==> src/hdl/dhc_pkg.sv <==
// Shared types, constants and the byte-wise CRC-32 update for the datagram
// header checker.
// No dependencies.
package dhc_pkg;

  // default byte limit of one datagram
  localparam int DHC_MAX_BYTES = 65536;

  // header layout
  localparam int HDR_LEN = 32;

  // crc-32, reflected polynomial
  localparam logic [31:0] CRC_PRESET = 32'hFFFF_FFFF;
  localparam logic [31:0] CRC_POLY   = 32'hEDB8_8320;

  // configuration register indexes
  localparam logic [1:0] REG_MAGIC    = 2'd0;
  localparam logic [1:0] REG_VERSION  = 2'd1;
  localparam logic [1:0] REG_TYPE_LO  = 2'd2;
  localparam logic [1:0] REG_TYPE_HI  = 2'd3;

  // status codes, first failing check wins
  localparam logic [2:0] STAT_OK       = 3'd0;
  localparam logic [2:0] STAT_SHORT    = 3'd1;
  localparam logic [2:0] STAT_MAGIC    = 3'd2;
  localparam logic [2:0] STAT_VERSION  = 3'd3;
  localparam logic [2:0] STAT_LENGTH   = 3'd4;
  localparam logic [2:0] STAT_CHECKSUM = 3'd5;
  localparam logic [2:0] STAT_TYPE     = 3'd6;

  typedef struct packed {
    logic [31:0] magic_value;
    logic [7:0]  version_value;
    logic [7:0]  type_lowest;
    logic [7:0]  type_highest;
  } cfg_t;

  typedef struct packed {
    logic [7:0]  payload_byte;
    logic        payload_valid;
    logic        done_res;
    logic [2:0]  status;
    logic [7:0]  packet_kind;
    logic [15:0] flag_bits;
    logic [31:0] session_word;
    logic [31:0] sequence_word;
    logic [31:0] ack_word;
    logic [15:0] payload_count;
  } res_t;

  // one byte through the reflected crc, lsb first
  function automatic logic [31:0] crc_byte(input logic [31:0] c_in, input logic [7:0] b);
    logic [31:0] c;
    c = c_in ^ {24'd0, b};
    for (int k = 0; k < 8; k++) begin
      c = (c >> 1) ^ (c[0] ? CRC_POLY : 32'd0);
    end
    return c;
  endfunction

endpackage

==> src/hdl/dhc_parse.sv <==
// Datagram state: byte counter, header capture, running crc and the
// end-of-datagram checks. Builds one result per payload or final byte.
// Depends on dhc_pkg.
module dhc_parse
  import dhc_pkg::*;
#(
  parameter int MAX_BYTES = DHC_MAX_BYTES
) (
  input  logic       clk,
  input  logic       rst,
  input  cfg_t       cfg,
  input  logic       take,
  input  logic [7:0] in_byte,
  input  logic       in_last,
  output logic       emit,
  output res_t       res
);

  localparam int CNT_W = $clog2(MAX_BYTES + 1);
  localparam logic [CNT_W-1:0] CNT_MAX = CNT_W'(MAX_BYTES);
  localparam logic [CNT_W-1:0] CNT_HDR = CNT_W'(HDR_LEN);

  logic [CNT_W-1:0] byte_count, byte_count_next;
  logic [31:0] crc_reg, crc_reg_next;
  logic [31:0] magic_seen, magic_seen_next;
  logic [7:0]  version_seen, version_seen_next;
  logic [7:0]  kind_seen, kind_seen_next;
  logic [15:0] flags_seen, flags_seen_next;
  logic [31:0] session_seen, session_seen_next;
  logic [31:0] sequence_seen, sequence_seen_next;
  logic [31:0] ack_seen, ack_seen_next;
  logic [31:0] length_seen, length_seen_next;
  logic [31:0] crc_expected, crc_expected_next;
  logic        too_long, too_long_next;

  logic        is_payload;
  logic [4:0]  off;
  logic [1:0]  pos;
  logic [7:0]  crc_in;
  logic [CNT_W-1:0] pay;
  logic [31:0] pay32;
  logic [2:0]  stat;

  assign is_payload = (byte_count >= CNT_HDR);
  assign off = byte_count[4:0];
  assign pos = off[1:0];

  // header capture, big-endian within each field
  always_comb begin
    magic_seen_next    = magic_seen;
    version_seen_next  = version_seen;
    kind_seen_next     = kind_seen;
    flags_seen_next    = flags_seen;
    session_seen_next  = session_seen;
    sequence_seen_next = sequence_seen;
    ack_seen_next      = ack_seen;
    length_seen_next   = length_seen;
    crc_expected_next  = crc_expected;
    if (!is_payload) begin
      case (off[4:2])
        3'd0: magic_seen_next[8*(3-pos) +: 8] = in_byte;
        3'd1: begin
          case (pos)
            2'd0: version_seen_next = in_byte;
            2'd1: kind_seen_next = in_byte;
            2'd2: flags_seen_next[15:8] = in_byte;
            default: flags_seen_next[7:0] = in_byte;
          endcase
        end
        3'd2: session_seen_next[8*(3-pos) +: 8] = in_byte;
        3'd3: sequence_seen_next[8*(3-pos) +: 8] = in_byte;
        3'd4: ack_seen_next[8*(3-pos) +: 8] = in_byte;
        3'd5: length_seen_next[8*(3-pos) +: 8] = in_byte;
        3'd6: crc_expected_next[8*(3-pos) +: 8] = in_byte;
        default: ;
      endcase
    end
  end

  // stored crc bytes enter the crc as zero
  assign crc_in = (!is_payload && off[4:2] == 3'd6) ? 8'd0 : in_byte;
  assign crc_reg_next = crc_byte(crc_reg, crc_in);

  // saturating counter, overlong flag
  assign byte_count_next = (byte_count >= CNT_MAX) ? byte_count : byte_count + 1'b1;
  assign too_long_next = too_long | (byte_count >= CNT_MAX);

  assign pay = (byte_count_next > CNT_HDR) ? byte_count_next - CNT_HDR : '0;
  assign pay32 = 32'(pay);

  // end-of-datagram checks in priority order
  always_comb begin
    if (byte_count_next < CNT_HDR) begin
      stat = STAT_SHORT;
    end else if (magic_seen_next != cfg.magic_value) begin
      stat = STAT_MAGIC;
    end else if (version_seen_next != cfg.version_value) begin
      stat = STAT_VERSION;
    end else if (too_long_next || length_seen_next != pay32) begin
      stat = STAT_LENGTH;
    end else if (~crc_reg_next != crc_expected_next) begin
      stat = STAT_CHECKSUM;
    end else if (kind_seen_next < cfg.type_lowest || kind_seen_next > cfg.type_highest) begin
      stat = STAT_TYPE;
    end else begin
      stat = STAT_OK;
    end
  end

  // result for this byte
  assign emit = is_payload | in_last;
  always_comb begin
    res = '0;
    if (is_payload) begin
      res.payload_byte  = in_byte;
      res.payload_valid = 1'b1;
    end
    if (in_last) begin
      res.done_res      = 1'b1;
      res.status        = stat;
      res.packet_kind   = kind_seen_next;
      res.flag_bits     = flags_seen_next;
      res.session_word  = session_seen_next;
      res.sequence_word = sequence_seen_next;
      res.ack_word      = ack_seen_next;
      res.payload_count = (pay32 > 32'h0000_FFFF) ? 16'hFFFF : pay32[15:0];
    end
  end

  // datagram state, cleared after each final byte
  always_ff @(posedge clk) begin
    if (rst || (take && in_last)) begin
      byte_count    <= '0;
      crc_reg       <= CRC_PRESET;
      magic_seen    <= '0;
      version_seen  <= '0;
      kind_seen     <= '0;
      flags_seen    <= '0;
      session_seen  <= '0;
      sequence_seen <= '0;
      ack_seen      <= '0;
      length_seen   <= '0;
      crc_expected  <= '0;
      too_long      <= 1'b0;
    end else if (take) begin
      byte_count    <= byte_count_next;
      crc_reg       <= crc_reg_next;
      magic_seen    <= magic_seen_next;
      version_seen  <= version_seen_next;
      kind_seen     <= kind_seen_next;
      flags_seen    <= flags_seen_next;
      session_seen  <= session_seen_next;
      sequence_seen <= sequence_seen_next;
      ack_seen      <= ack_seen_next;
      length_seen   <= length_seen_next;
      crc_expected  <= crc_expected_next;
      too_long      <= too_long_next;
    end
  end

endmodule

==> config.mk <==
export PLATFORM = sky130hd
export DESIGN_NAME = dhc_parse
export DESIGN_NICKNAME = d
export VERILOG_FILES = /design/src/hdl/dhc_pkg.sv /design/src/hdl/dhc_parse.sv
export SDC_FILE = /design/constraint.sdc
export NUM_CORES = 1
export LEC_CHECK = 0
export BUFFER_PORTS_ARGS = -buffer_cell sky130_fd_sc_hd__buf_2
export CORE_MARGIN = 3
export CORE_UTILIZATION = 40
export CTS_CLUSTER_DIAMETER = 30
export DETAILED_ROUTE_END_ITERATION = 6
export RECOVER_POWER = 50
export SLEW_MARGIN = 10
export SYNTH_ARGS = -nofsm -noshare
export SYNTH_HDL_FRONTEND = slang
export SYNTH_SLANG_ARGS = --single-unit
==> constraint.sdc <==
create_clock -name clk -period 5.7 [get_ports clk]
set_clock_uncertainty 0.15 [all_clocks]
set_input_delay 0.285 -clock clk [delete_from_list [all_inputs] [get_ports clk]]
set_output_delay 0.285 -clock clk [all_outputs]
set_load 0.02 [all_outputs]
# After elaboration in Yosys (flattened, before gate mapping)
# Cells that the tools add are included.
# totals
regBits	274
input_bits	68
output_inout_bits	150
word_cells	106
# op_classes
reduce_logical	9
order_cmp	7
n_addsub	4
bitwise	12
eq_ne	12
shifts	2
mux	48
# op_table
cell	count
32-bit 2-to-1 mux	20
31-bit by 32-bit XOR with 32-bit output	8
32-bit bitwise mux	6
140-bit 2-to-1 mux	1
8-bit 2-to-1 mux	9
32-bit inequality test	2
16-bit 2-to-1 mux	3
17-bit 2-to-1 mux	2
32-bit negator with 34-bit output	1
8-bit by 34-bit variable shift with 32-bit output (first input constant)	1
8-bit by 34-bit variable part select with 32-bit output	1
32-bit by 17-bit inequality test with 1-bit output	1
32-bit inverter	1
32-bit by 8-bit XOR with 32-bit output	1
3-bit 2-to-1 mux	6
17-bit by 1-bit adder with 17-bit output (second input constant)	1
17-bit >= comparator (second input constant)	1
17-bit by 6-bit >= comparator with 1-bit output (second input constant)	1
17-bit by 16-bit greater-than comparator with 1-bit output (second input constant)	1
17-bit by 6-bit greater-than comparator with 1-bit output (second input constant)	1
17-bit by 6-bit less-than comparator with 1-bit output (second input constant)	1
17-bit by 6-bit subtractor with 17-bit output (second input constant)	1
3-bit equality test (second input constant)	3
9-bit 2-to-1 mux	1
other kinds (15)	20

# Longest topological paths before layout
# Gate-level depths: netlist of run 1.
# depth
word_depth	29
depth_mapped	17
depth_no_buf	17

# Worst setup path before layout of run 1
# OpenSTA, ideal clock, no wires.
# synth_timing
path_kind	register -> output
startpoint	register byte_count[0]
endpoint	output res[137] (netlist name)
path_buffers	2
path_slack_ps	1005
arrival_ps	4260
t_required_ps	5265
path_stages_with_launch	15
path_cell_list	dfxtp_1 clkbuf_1 inv_1 ha_1 clkbuf_1 nand2b_1 nor2_1 nand3_1 and3_2 or4_4 a221o_1 a211o_1 or4_4 nor4b_2 o21ba_1
# synth_rtl
element	line_no	text
start: declaration	dhc_parse.sv:23	logic [CNT_W-1:0] byte_count, byte_count_next;
start signal: assignment	dhc_parse.sv:146	byte_count <= byte_count_next;
end: declaration	dhc_parse.sv:16	output res_t res

==> Implementation_results.wiki, run 1 <==
{| class="wikitable"
! Metric !! Value
|-
| Number of nets with antenna violations after detailed routing || 0
|-
| Io pins || 218
|-
| Total routing usage reported by global routing || 26.64%
|-
| Power per standard cell area || between 300 and 400 nW/µm²
|-
| Class of the most critical setup path || flip-flop to output port
|-
| Root Buffer Master || sky130_fd_sc_hd__clkbuf_16
|-
| Outcome || finished with violations
|-
| HPWL Detailed || 43,590 µm
|-
| Number of I/O port buffers || 217
|-
| Cell Area, Placed || 18,790 µm²
|-
| Cell-by-cell listing of the critical path || buf_4, inv_1, ha_1, nor2b_2, and2_2, nand2_1, o21ai_2, xor2_1, or4_4, a221o_1, a211o_1, or4_4, nor4b_2, o21ba_1, buf_2
|-
| Worst setup EP type || output port
|-
| Final std cell area, no fill || 21,580 µm²
|-
| Routed Wire Length || between 60,000 and 70,000 µm
|-
| Sum Neg Setup Slack || 0 ns
|-
| Met1 demand-to-capacity share in global routing || 35.38%
|-
| Leakage power figure || 8.926 nW
|-
| Number of sinks on the clock net || about 270
|-
| Largest stage delay on the critical path || ~0.54 ns
|-
| Number of nets in the layout || 2,666
|-
| Fin crit period || 5.450 ns
|-
| Most used routing layer in global routing || met2
|-
| Crit path launch || byte_count[0]
|-
| Violated checks || capacitance limit, slew limit
|-
| Reg2reg end || crc_reg[20]
|-
| Leading cell type in the layout, fill and taps excluded || sky130_fd_sc_hd__nor2_1
|-
| Wire length per cell || ~20 µm
|-
| Final hold violation count || 0
|-
| Die width || 213.3 µm
|-
| Residual overflow from global routing || 0
|-
| Average instance area after synthesis || 7.175 µm²
|-
| Pin count of the biggest net entering global routing || roughly 160
|-
| Post-Syn Nets || between 2,000 and 2,500
|-
| TritonCTS clock tree || done
|-
| Vias in the first global route || 16,390
|-
| Insertion delay of the later-clocked pin in the worst-skew pair || ~0.60 ns
|-
| Commonest non-fill, non-tap cells in the layout || sky130_fd_sc_hd__nor2_1 (668), sky130_fd_sc_hd__a21oi_1 (296), sky130_fd_sc_hd__dfxtp_1 (273), sky130_fd_sc_hd__buf_2 (209), sky130_fd_sc_hd__nand2_1 (181)
|-
| Largest fanout on the critical path || 18
|-
| Data required time of the worst path || 5.27 ns
|-
| Die Footprint || between 40,000 and 50,000 µm²
|-
| Starting utilization of the core area || 40.71%
|-
| Met3 usage in global routing || 6.274%
|-
| Hold path depth || 3
|-
| Final antenna diode count || 0
|-
| Via/cell ratio || approximately 5.5
|-
| Peak ir drop on the vdd network || between 0.2 and 0.25 mV
|-
| Met2 track utilization from global routing || 42.25%
|-
| Slowest CP cell || sky130_fd_sc_hd__or4_4
|-
| Vias after detailed routing || 17,350
|-
| Startpoint types || flip-flop
|-
| Pre-Repair DR Iteration Count || 5
|-
| Post-synth cell types || 85
|-
| Clock slew seen by the registers of the worst setup and hold paths || approximately 0.040 ns
|-
| Initial antenna violation count || 4
|-
| Most used DFF post-synth || sky130_fd_sc_hd__dfxtp_1
|-
| Actual slew at the worst max-slew pin || 2.926 ns
|-
| MaxCap Viol Count || 2
|-
| Share of synthesized flip-flops with an asynchronous set or reset || 0%
|-
| Sequential-to-total area share from yosys stat || 31.91%
|-
| Worst Path Buf+Inv || 3
|-
| Number of DRC markers after the initial detailed-route iteration || 1,384
|-
| Total clock buffers created by CTS || 74
|-
| Hold_sp || in_byte[3]
|-
| Endpoint of the worst hold path || crc_expected[19]
|-
| Cell mode on critical path || sky130_fd_sc_hd__or4_4
|-
| Setup repair after global routing missed its margin || no
|-
| Wire length of the first global-routing pass || 94,070 µm
|-
| Core area || approximately 42,000 µm²
|-
| Path class of the lowest-slack min-delay path || primary input to flip-flop
|-
| Register-to-register path setup slack || about 1.7 ns
|-
| Cell depth of the worst flop-to-flop path || 11
|-
| Placement Rows || 75
|-
| Number of warnings reported in the yosys synthesis log || 0
|-
| Worst R2R Start || byte_count[7]
|-
| Chip height || 213.3 µm
|-
| Crit path max-delay family || simple AND/OR/NAND/NOR gates
|-
| Worst path arrival time || 5.02 ns
|-
| Final setup violating endpoints || 0
|-
| Number of synthesized register bits || 274
|-
| Layout cells sized above 1 || 17.90%
|-
| Number of slew-limit violations in the final report || 156
|-
| Max Clock Freq || 183.5 MHz
|-
| Worst max-slew margin expressed relative to the limit || -95.08%
|-
| P&R area growth vs syn || 25.54%
|-
| Share of the cycle needed by the critical path after routing || 95.62%
|-
| Cells after synthesis || 2,396
|-
| Remaining DRCs || 0
|-
| Hold WS || 0.06630 ns
|-
| Synthesized cell area || 17,190 µm²
|-
| Deepest clock path buffer count || 3
|-
| Number of enable-type register cells in the synthesized netlist || 0
|-
| H-tree levels || 3
|-
| Final weighted congestion in routability-driven placement || 0.8996
|}
[worst reg2reg max path: stages, from the launching register on]
cell and delay (ns):
sky130_fd_sc_hd__dfxtp_1 0.33, sky130_fd_sc_hd__nor4_4 0.46, sky130_fd_sc_hd__nand4_2 0.41, sky130_fd_sc_hd__nand2_2 0.30, sky130_fd_sc_hd__xor2_2 0.46, sky130_fd_sc_hd__xnor3_1 0.60, sky130_fd_sc_hd__xor2_1 0.36, sky130_fd_sc_hd__xor2_1 0.30
sky130_fd_sc_hd__xnor2_1 0.15, sky130_fd_sc_hd__nand2_1 0.11, sky130_fd_sc_hd__o21ai_0 0.11, sky130_fd_sc_hd__nand2_1 0.08
[metrics by stage]
stage	std cells	total power, mW	setup WS [ns]	util, %
detailed placement	3035	3.903	0.5142	44.50
global route	3170	8.676	0.01183	51.11
finish	3170	8.361	0.2495	51.11
CTS	3169	8.370	0.004597	50.95
global placement	3035	3.907	0.5742	44.50
floorplan	2396	3.449	1.005	-
[cell type report]
| class | instances | area, µm² |
|---|---|---|
| tap | 539 | 674.4 |
| fill | 4119 | 20650 |
| timing repair buffer | 286 | 1623 |
| clock buffer | 98 | 2125 |
| sequential | 274 | 5487 |
| inverter | 42 | 160.2 |
| clock inverter | 35 | 580.6 |
| multi-input combinational | 1896 | 10930 |
[worst max-delay path by stage]
stage                          end  depth (start not counted)  slack (ns)
after floorplan           res[137]                         14        1.00
after global placement    res[138]                         15        0.57
after detailed placement  res[138]                         15        0.51
after CTS                 res[137]                         13       0.005
after global routing      res[137]                         17        0.01
final                     res[137]                         15        0.25
[cell families (layout without fill, tap and decap cells)]
logic type / count (synthesis) / in the layout / synth area share, %
buf+inv: 226 / 461 / 5.139
xor+xnor: 189 / 189 / 11.72
compound gates: 510 / 510 / 16.94
flops: 274 / 274 / 31.91
simple gates: 1101 / 1101 / 28.28
mux: 72 / 72 / 4.265
fa+ha+maj: 24 / 24 / 1.747
[cells in the mapped netlist, types with 4 or more instances]
cell type,count,area [µm²]
sky130_fd_sc_hd__and4_1,4,35.03
sky130_fd_sc_hd__nand4b_1,4,35.03
sky130_fd_sc_hd__nor3_1,22,110.1
sky130_fd_sc_hd__or3_1,10,62.56
sky130_fd_sc_hd__inv_1,40,150.1
sky130_fd_sc_hd__a21o_1,6,45.04
sky130_fd_sc_hd__ha_1,24,300.3
sky130_fd_sc_hd__buf_2,9,45.04
sky130_fd_sc_hd__xnor2_1,104,910.9
sky130_fd_sc_hd__mux2_2,7,78.83
sky130_fd_sc_hd__and3_1,10,62.56
sky130_fd_sc_hd__o21ai_0,80,400.4
sky130_fd_sc_hd__o2111ai_1,5,43.79
sky130_fd_sc_hd__a22oi_1,56,420.4
sky130_fd_sc_hd__clkbuf_2,4,20.02
sky130_fd_sc_hd__nor2b_1,20,125.1
sky130_fd_sc_hd__buf_1,13,48.80
sky130_fd_sc_hd__xnor3_1,16,360.4
sky130_fd_sc_hd__dfxtp_1,274,5485
sky130_fd_sc_hd__or2_2,6,37.54
sky130_fd_sc_hd__a211oi_1,23,172.7
sky130_fd_sc_hd__mux2i_1,64,640.6
sky130_fd_sc_hd__o21a_1,7,52.55
sky130_fd_sc_hd__xor2_2,4,65.06
sky130_fd_sc_hd__nand4_1,37,231.5
sky130_fd_sc_hd__nand2b_1,5,31.28
sky130_fd_sc_hd__nor2_1,669,2511
sky130_fd_sc_hd__xor2_1,58,508.0
sky130_fd_sc_hd__a21oi_1,297,1486
sky130_fd_sc_hd__clkbuf_1,154,578.1
sky130_fd_sc_hd__nor4_1,14,87.58
sky130_fd_sc_hd__a31oi_1,6,37.54
sky130_fd_sc_hd__o31ai_1,5,37.54
sky130_fd_sc_hd__nand2_1,183,686.9
sky130_fd_sc_hd__nand3_1,56,280.3
sky130_fd_sc_hd__and2_1,19,118.9
[where the power goes]
group | total (mW) | internal [mW] | switching [mW]
Sequential | 2.10 | 2.01 | 0.0939
Clock | 4.44 | 3.15 | 1.29
Combinational | 1.82 | 0.823 | 0.995
Total | 8.36 | 5.98 | 2.38
[repair_timing]
action | CTS | global route
setup buffers | 0 | 1
gates resized for setup | 2 | 14
endpoints found under the hold margin | 30 | 0
setup endpoints to repair | 3 | 3
hold buffers | 1 | 0
[metal layers]
layer,vias to the layer above,wire length (µm)
li1,8443,-
met2,562,27940
met5,-,49
met4,8,2198
met1,8202,27430
met3,134,4169
Power figures use the tool's default switching activity.
==> inputs of run 2 (changes only) <==
Settings changed: CORE_ASPECT_RATIO from default to 0.6, CORE_UTILIZATION 40 to 50, PLACE_DENSITY from default to 0.7.
==> run 2 against run 1 <==
Net effect: first-iteration DRC count grew 36%; worst setup slack lost 0.031 ns; non-clock buffer count grew 4; sequential power is essentially flat; utilization grew 11 points; the run still ends with capacitance limit, slew limit left; combinational power is essentially flat; die area shrank 19%; critical endpoint is now res[138]; clock power shrank 32%; via count grew 3.0%; hold slack gained 0.0081 ns; flip-flop and latch count is the same.
==> Implementation_results.wiki, run 2 (same netlist as run 1, synthesis figures left out) <==
{| class="wikitable"
! Metric !! Value
|-
| HPWL Detailed || around 44,000 µm
|-
| Worst slack after detailed placement || 0.6820 ns
|-
| TritonCTS clock tree || done
|-
| Root Buffer Master || sky130_fd_sc_hd__clkbuf_16
|-
| Hold WS || 0.07440 ns
|-
| Fin crit period || 5.482 ns
|-
| Vias in the first global route || 16,230
|-
| Filler cell count || 3,058
|-
| Pin count of the biggest net entering global routing || 122
|-
| Leading cell type in the layout, fill and taps excluded || sky130_fd_sc_hd__nor2_1
|-
| Worst max-slew margin expressed relative to the limit || -68.02%
|-
| Outcome || finished with violations
|-
| Relative contribution of combinational cells to total power || 26.2%
|-
| Path class of the lowest-slack min-delay path || primary input to flip-flop
|-
| Psw || roughly 2.2 mW
|-
| Data required time of the worst path || roughly 5.3 ns
|-
| Sw Ratio || about a third
|-
| Hold path depth || 3
|-
| Cell depth of the worst flop-to-flop path || 12
|-
| Max Clock Freq || 182.4 MHz
|-
| Insertion delay of the later-clocked pin in the worst-skew pair || between 0.5 and 0.6 ns
|-
| Routed Wire Length || 61,570 µm
|-
| Remaining DRCs || 0
|-
| Sequential power share || a little under a third
|-
| Number of nets in the layout || 2,644
|-
| Wire length of the first global-routing pass || 92,770 µm
|-
| Clock slew seen by the registers of the worst setup and hold paths || 0.06 ns
|-
| Number of DRC markers after the initial detailed-route iteration || 1,886
|-
| Commonest non-fill, non-tap cells in the layout || sky130_fd_sc_hd__nor2_1 (669), sky130_fd_sc_hd__a21oi_1 (296), sky130_fd_sc_hd__dfxtp_1 (272), sky130_fd_sc_hd__buf_2 (208), sky130_fd_sc_hd__nand2_1 (182)
|-
| Register-to-register path setup slack || 1.49 ns
|-
| Wire length per cell || 20.24 µm
|-
| Final setup margin || 0.2183 ns
|-
| H-tree levels || 2
|-
| Power Internal || 4.731 mW
|-
| Fraction of power consumed by the clock network || between 40% and 50%
|-
| Leakage power figure || 8.412 nW
|-
| Setup repair after global routing missed its margin || no
|-
| Total power || 6.924 mW
|-
| Sum Neg Setup Slack || 0 ns
|-
| Initial antenna violation count || 3
|-
| Via/cell ratio || 5.876
|-
| Total routing usage reported by global routing || approximately a third
|-
| Layout cells sized above 1 || around 17%
|-
| Number of nets with antenna violations after detailed routing || 0
|-
| Number of I/O port buffers || 217
|-
| Actual slew at the worst max-slew pin || 2.520 ns
|-
| P&R area growth vs syn || 18.79%
|-
| Placement Rows || 51
|-
| Deepest clock path buffer count || 3
|-
| Number of sinks on the clock net || about 270
|-
| Worst setup EP type || output port
|-
| Starting utilization of the core area || around half
|-
| Final hold violation count || 0
|-
| Final setup violating endpoints || 0
|-
| Chip height || 149.6 µm
|-
| Number of slew-limit violations in the final report || between 150 and 200
|-
| Core area || 33,120 µm²
|-
| Class of the most critical setup path || flip-flop to output port
|-
| Pre-Repair DR Iteration Count || 6
|-
| Io pins || about 220
|-
| Startpoint types || flip-flop
|-
| Peak ir drop on the vdd network || 0.3002 mV
|-
| Largest fanout on the critical path || 21
|-
| Die Footprint || 36,710 µm²
|-
| Share of the cycle needed by the critical path after routing || 96.17%
|-
| MaxCap Viol Count || 2
|-
| Violated checks || capacitance limit, slew limit
|-
| Die width || 245.4 µm
|-
| Vias after detailed routing || 17,870
|-
| Final weighted congestion in routability-driven placement || about 1
|-
| Power per standard cell area || between 300 and 400 nW/µm²
|-
| Total clock buffers created by CTS || 48
|-
| Worst path arrival time || 5.05 ns
|-
| Residual overflow from global routing || 0
|}
==> run 2: cell count changes in the layout (fill, tap and decap cells not counted), sizes merged <==
cell and delta:
bufinv -6, clkinvlp +2, clkbuf -41, clkinv -7
diode +2, inv +11
==> run 2: worst paths after layout <==
| check | startpoint | end |
|---|---|---|
| worst max-delay path | byte_count[9] | res[138] |
| worst min-delay path | in_byte[4] | crc_expected[20] |
| worst max register to register | byte_count[15] | crc_reg[20] |
| worst min register to register | crc_expected[18] | crc_expected[18] |
==> run 2: cell type report <==
class / instances / area [µm²] / share of cell area, %
Timing Repair Buffer: 290 / 1617 / 7.917
Tap cell: 450 / 563.0 / 2.757
Clock buffer: 53 / 1270 / 6.219
Clock inverter: 35 / 420.4 / 2.059
Inverter: 42 / 160.2 / 0.7843
Multi-Input combinational cell: 1896 / 10900 / 53.36
Sequential cell: 274 / 5488 / 26.87
Antenna cell: 2 / 5.005 / 0.02451
==> run 2: worst max-delay path, stage by stage (launching register included) <==
cell,delay (ns)
sky130_fd_sc_hd__dfxtp_1,0.49
sky130_fd_sc_hd__or3_1,0.58
sky130_fd_sc_hd__nor4_4,0.32
sky130_fd_sc_hd__buf_4,0.31
sky130_fd_sc_hd__and3_1,0.35
sky130_fd_sc_hd__and2_1,0.42
sky130_fd_sc_hd__a22oi_1,0.15
sky130_fd_sc_hd__xor2_1,0.16
sky130_fd_sc_hd__nand4_1,0.30
sky130_fd_sc_hd__nor3_1,0.36
sky130_fd_sc_hd__nand3_1,0.23
sky130_fd_sc_hd__or2_1,0.32
sky130_fd_sc_hd__a311oi_1,0.26
sky130_fd_sc_hd__buf_2,0.23
==> run 2: metal layers <==
metal  share of wire, %  track usage, %  vias up  routed length, µm
met5                  0               0        -                  0
met1                 44           47.07     8490              27390
met4                2.6           8.874        0               1615
met2                 41           46.61      856              25470
li1                   -               -     8400                  -
met3                 12           8.739      128               7099
==> run 2: power by group through the flow <==
stage               logic, mW  clock network (mW)  registers, mW
global placement         1.75                   0           2.13
finish                   1.81                3.02           2.10
detailed placement       1.77                   0           2.13
CTS                      1.78                3.05           2.09
floorplan                1.35                   0           2.10
global route             1.95                3.14           2.10
==> run 2: stage by stage <==
step | area, µm² | instances | util [%]
finish | 20420 | 3042 | 61.66
global route | 20420 | 3042 | 61.66
CTS | 20390 | 3037 | 61.56
detailed placement | 18690 | 2948 | 56.42
global placement | 18690 | 2948 | 56.42
floorplan | 17190 | 2396 | -
==> run 2: repair_timing <==
| action | 4_1_cts | 5_1_grt |
|---|---|---|
| setup endpoints to repair | 0 | 3 |
| endpoints found under the hold margin | 28 | 0 |
| hold buffers | 1 | 0 |
| buffers inserted | 0 | 3 |
| resized for setup | 0 | 14 |
==> inputs of run 3 (changes only) <==
Clock period 5.7 ns to 6.3 ns, I/O delays scaled along.
==> run 3 against run 2 <==
Net effect: the run still ends with capacitance limit, slew limit left; design area is 1.7% lower; via count fell by 0.90%; sequential share of layout area grew 0.45 points; non-clock buffer count down 21; clock power shrank 16%; critical path type unchanged; critical endpoint is now res[137].
==> Implementation_results.wiki, run 3 (same netlist as run 1, synthesis figures left out) <==
{| class="wikitable"
! Metric !! Value
|-
| Residual overflow from global routing || 0
|-
| Sum Neg Setup Slack || 0 ns
|-
| H-tree levels || 2
|-
| HPWL Detailed || roughly 43,000 µm
|-
| Number of DRC markers after the initial detailed-route iteration || 2,061
|-
| Actual slew at the worst max-slew pin || 5.155 ns
|-
| Share of the cycle needed by the critical path after routing || 95.57%
|-
| Total routing usage reported by global routing || 31.86%
|-
| Leading cell type in the layout, fill and taps excluded || sky130_fd_sc_hd__nor2_1
|-
| Largest fanout on the critical path || 10
|-
| Cell-by-cell listing of the critical path || nor4_4, nand4_2, nand2_1, xor2_1, clkbuf_1, xnor3_1, xnor2_1, a22o_1, a211o_1, or4_4, nor4b_2, o21ba_1, buf_2
|-
| Final setup violating endpoints || 0
|-
| Deepest clock path buffer count || 3
|-
| Worst Path Buf+Inv || 2
|-
| Largest stage delay on the critical path || roughly 0.63 ns
|-
| Worst max-slew margin expressed relative to the limit || -243.7%
|-
| Vias after detailed routing || around 18,000
|-
| Number of nets in the layout || approximately 2,600
|-
| Insertion delay of the later-clocked pin in the worst-skew pair || approximately 0.57 ns
|-
| Setup repair after global routing missed its margin || no
|-
| Sequential power share || around a third
|-
| Total clock buffers created by CTS || 44
|-
| Layout cells sized above 1 || 15.42%
|-
| Power per standard cell area || ~300 nW/µm²
|-
| Number of nets with antenna violations after detailed routing || 0
|-
| Relative contribution of combinational cells to total power || 26.4%
|-
| Violated checks || capacitance limit, slew limit
|-
| Final hold violation count || 0
|-
| Die Footprint || 36,710 µm²
|-
| Die width || between 200 and 250 µm
|-
| Final antenna diode count || 0
|-
| Commonest non-fill, non-tap cells in the layout || sky130_fd_sc_hd__nor2_1 (669), sky130_fd_sc_hd__a21oi_1 (296), sky130_fd_sc_hd__dfxtp_1 (273), sky130_fd_sc_hd__buf_2 (206), sky130_fd_sc_hd__nand2_1 (183)
|-
| Outcome || finished with violations
|-
| Number of sinks on the clock net || 274
|-
| Wire length of the first global-routing pass || between 90,000 and 100,000 µm
|-
| Post-Route Utilization || 60.63%
|-
| Worst path arrival time || 5.56 ns
|-
| Path class of the lowest-slack min-delay path || primary input to flip-flop
|-
| Max Clock Freq || 166.1 MHz
|-
| Startpoint types || flip-flop
|-
| Psw || 1.907 mW
|-
| Fraction of power consumed by the clock network || 42.2%
|-
| Number of slew-limit violations in the final report || 242
|-
| Pre-Repair DR Iteration Count || 6
|-
| Peak ir drop on the vdd network || approximately 0.25 mV
|-
| Via/cell ratio || ~5.9
|-
| Chip height || 149.6 µm
|-
| Worst setup EP type || output port
|-
| Pin count of the biggest net entering global routing || around 240
|-
| Fin crit period || 6.021 ns
|-
| Vias in the first global route || 15,960
|-
| Starting utilization of the core area || 51.91%
|-
| Class of the most critical setup path || flip-flop to output port
|-
| MaxCap Viol Count || 1
|-
| Final weighted congestion in routability-driven placement || 0.9614
|-
| Wire length per cell || 20.14 µm
|-
| Remaining DRCs || 0
|-
| Root Buffer Master || sky130_fd_sc_hd__clkbuf_16
|-
| Placement Rows || 51
|-
| P&R area growth vs syn || 16.81%
|-
| Leakage power figure || slightly above 8 nW
|-
| Crit path max-delay family || simple AND/OR/NAND/NOR gates
|-
| Routed Wire Length || about 60,000 µm
|-
| Sw Ratio || 31.67%
|-
| Number of I/O port buffers || 217
|-
| Initial antenna violation count || 0
|-
| Clock slew seen by the registers of the worst setup and hold paths || 0.06 ns
|-
| Core area || 33,120 µm²
|-
| Data required time of the worst path || just under 6 ns
|-
| TritonCTS clock tree || done
|-
| Io pins || 218
|-
| Slowest CP cell || sky130_fd_sc_hd__xor2_1
|-
| Power Internal || 4.114 mW
|}
==> run 3: cell count changes in the layout (fill, tap and decap cells not counted), moves of 3 or more <==
| cell | before | now |
|---|---|---|
| sky130_fd_sc_hd__clkbuf_16 | 48 | 45 |
| sky130_fd_sc_hd__clkinvlp_4 | 8 | 3 |
| sky130_fd_sc_hd__inv_6 | 11 | 7 |
| sky130_fd_sc_hd__clkbuf_8 | 5 | 2 |
| sky130_fd_sc_hd__clkbuf_1 | 10 | 14 |
| sky130_fd_sc_hd__buf_4 | 69 | 48 |
==> run 3: area by class of cell <==
type / instances / area (µm²)
Fill cell: 3110 / 13040
Multi-Input combinational cell: 1896 / 10870
Sequential cell: 274 / 5487
Timing Repair Buffer: 269 / 1463
Clock buffer: 50 / 1165
Tap cell: 450 / 563.0
Clock inverter: 30 / 370.4
Inverter: 42 / 160.2
==> run 3: layer usage <==
layer | global-route usage [%] | routed length, µm | vias up
met4 | 9.670 | 1680 | 0
li1 | - | - | 8346
met2 | 45.37 | 24980 | 833
met5 | 0 | 0 | -
met1 | 46.62 | 27250 | 8415
met3 | 8.614 | 6722 | 119
==> run 3: power groups by stage <==
stage          Clock (mW)  Combinational (mW)  Sequential [mW]
2_1_floorplan           0                1.22             1.90
3_3_place_gp            0                1.52             1.92
3_5_place_dp            0                1.55             1.92
4_1_cts              2.56                1.56             1.89
5_1_grt              2.65                1.71             1.90
6_report             2.54                1.59             1.89
==> run 3: final timing paths <==
| kind | slack (ns) | to | cells past startpoint | from |
|---|---|---|---|---|
| worst max-delay path | 0.28 | res[137] | 13 | byte_count[8] |
| worst min-delay path | 0.06 | crc_expected[20] | 3 | in_byte[4] |
| worst max register to register | 2.02 | crc_reg[23] | 11 | byte_count[8] |
| worst min register to register | 0.30 | crc_expected[19] | 2 | crc_expected[19] |
==> run 3: worst min-delay path: cells and delay by family <==
kind / cells / cell delay, ns
buffers and inverters: 1 / 0.23
and+or+nand+nor: 1 / 0.12
AOI/OAI and AO/OA: 1 / 0.06
==> run 3: timing repair <==
item	in CTS	in global routing
setup buffers	0	5
setup endpoints to repair	0	3
hold buffers	1	0
resized for setup	0	5
endpoints found under the hold margin	10	0
==> run 3: through the flow <==
stage / cell area, µm² / hold WS, ns / setup slack [ns] / power (mW) / instances
after global routing: 20080 / 0.06154 / 0.05475 / 6.256 / 3011
after global placement: 18510 / 0.2837 / 1.082 / 3.443 / 2925
after floorplan: 17190 / 0.2773 / 1.575 / 3.121 / 2396
after CTS: 20060 / 0.04195 / 0.1585 / 6.017 / 3006
final: 20080 / 0.06029 / 0.2790 / 6.021 / 3011
after detailed placement: 18510 / 0.2921 / 0.7681 / 3.476 / 2925
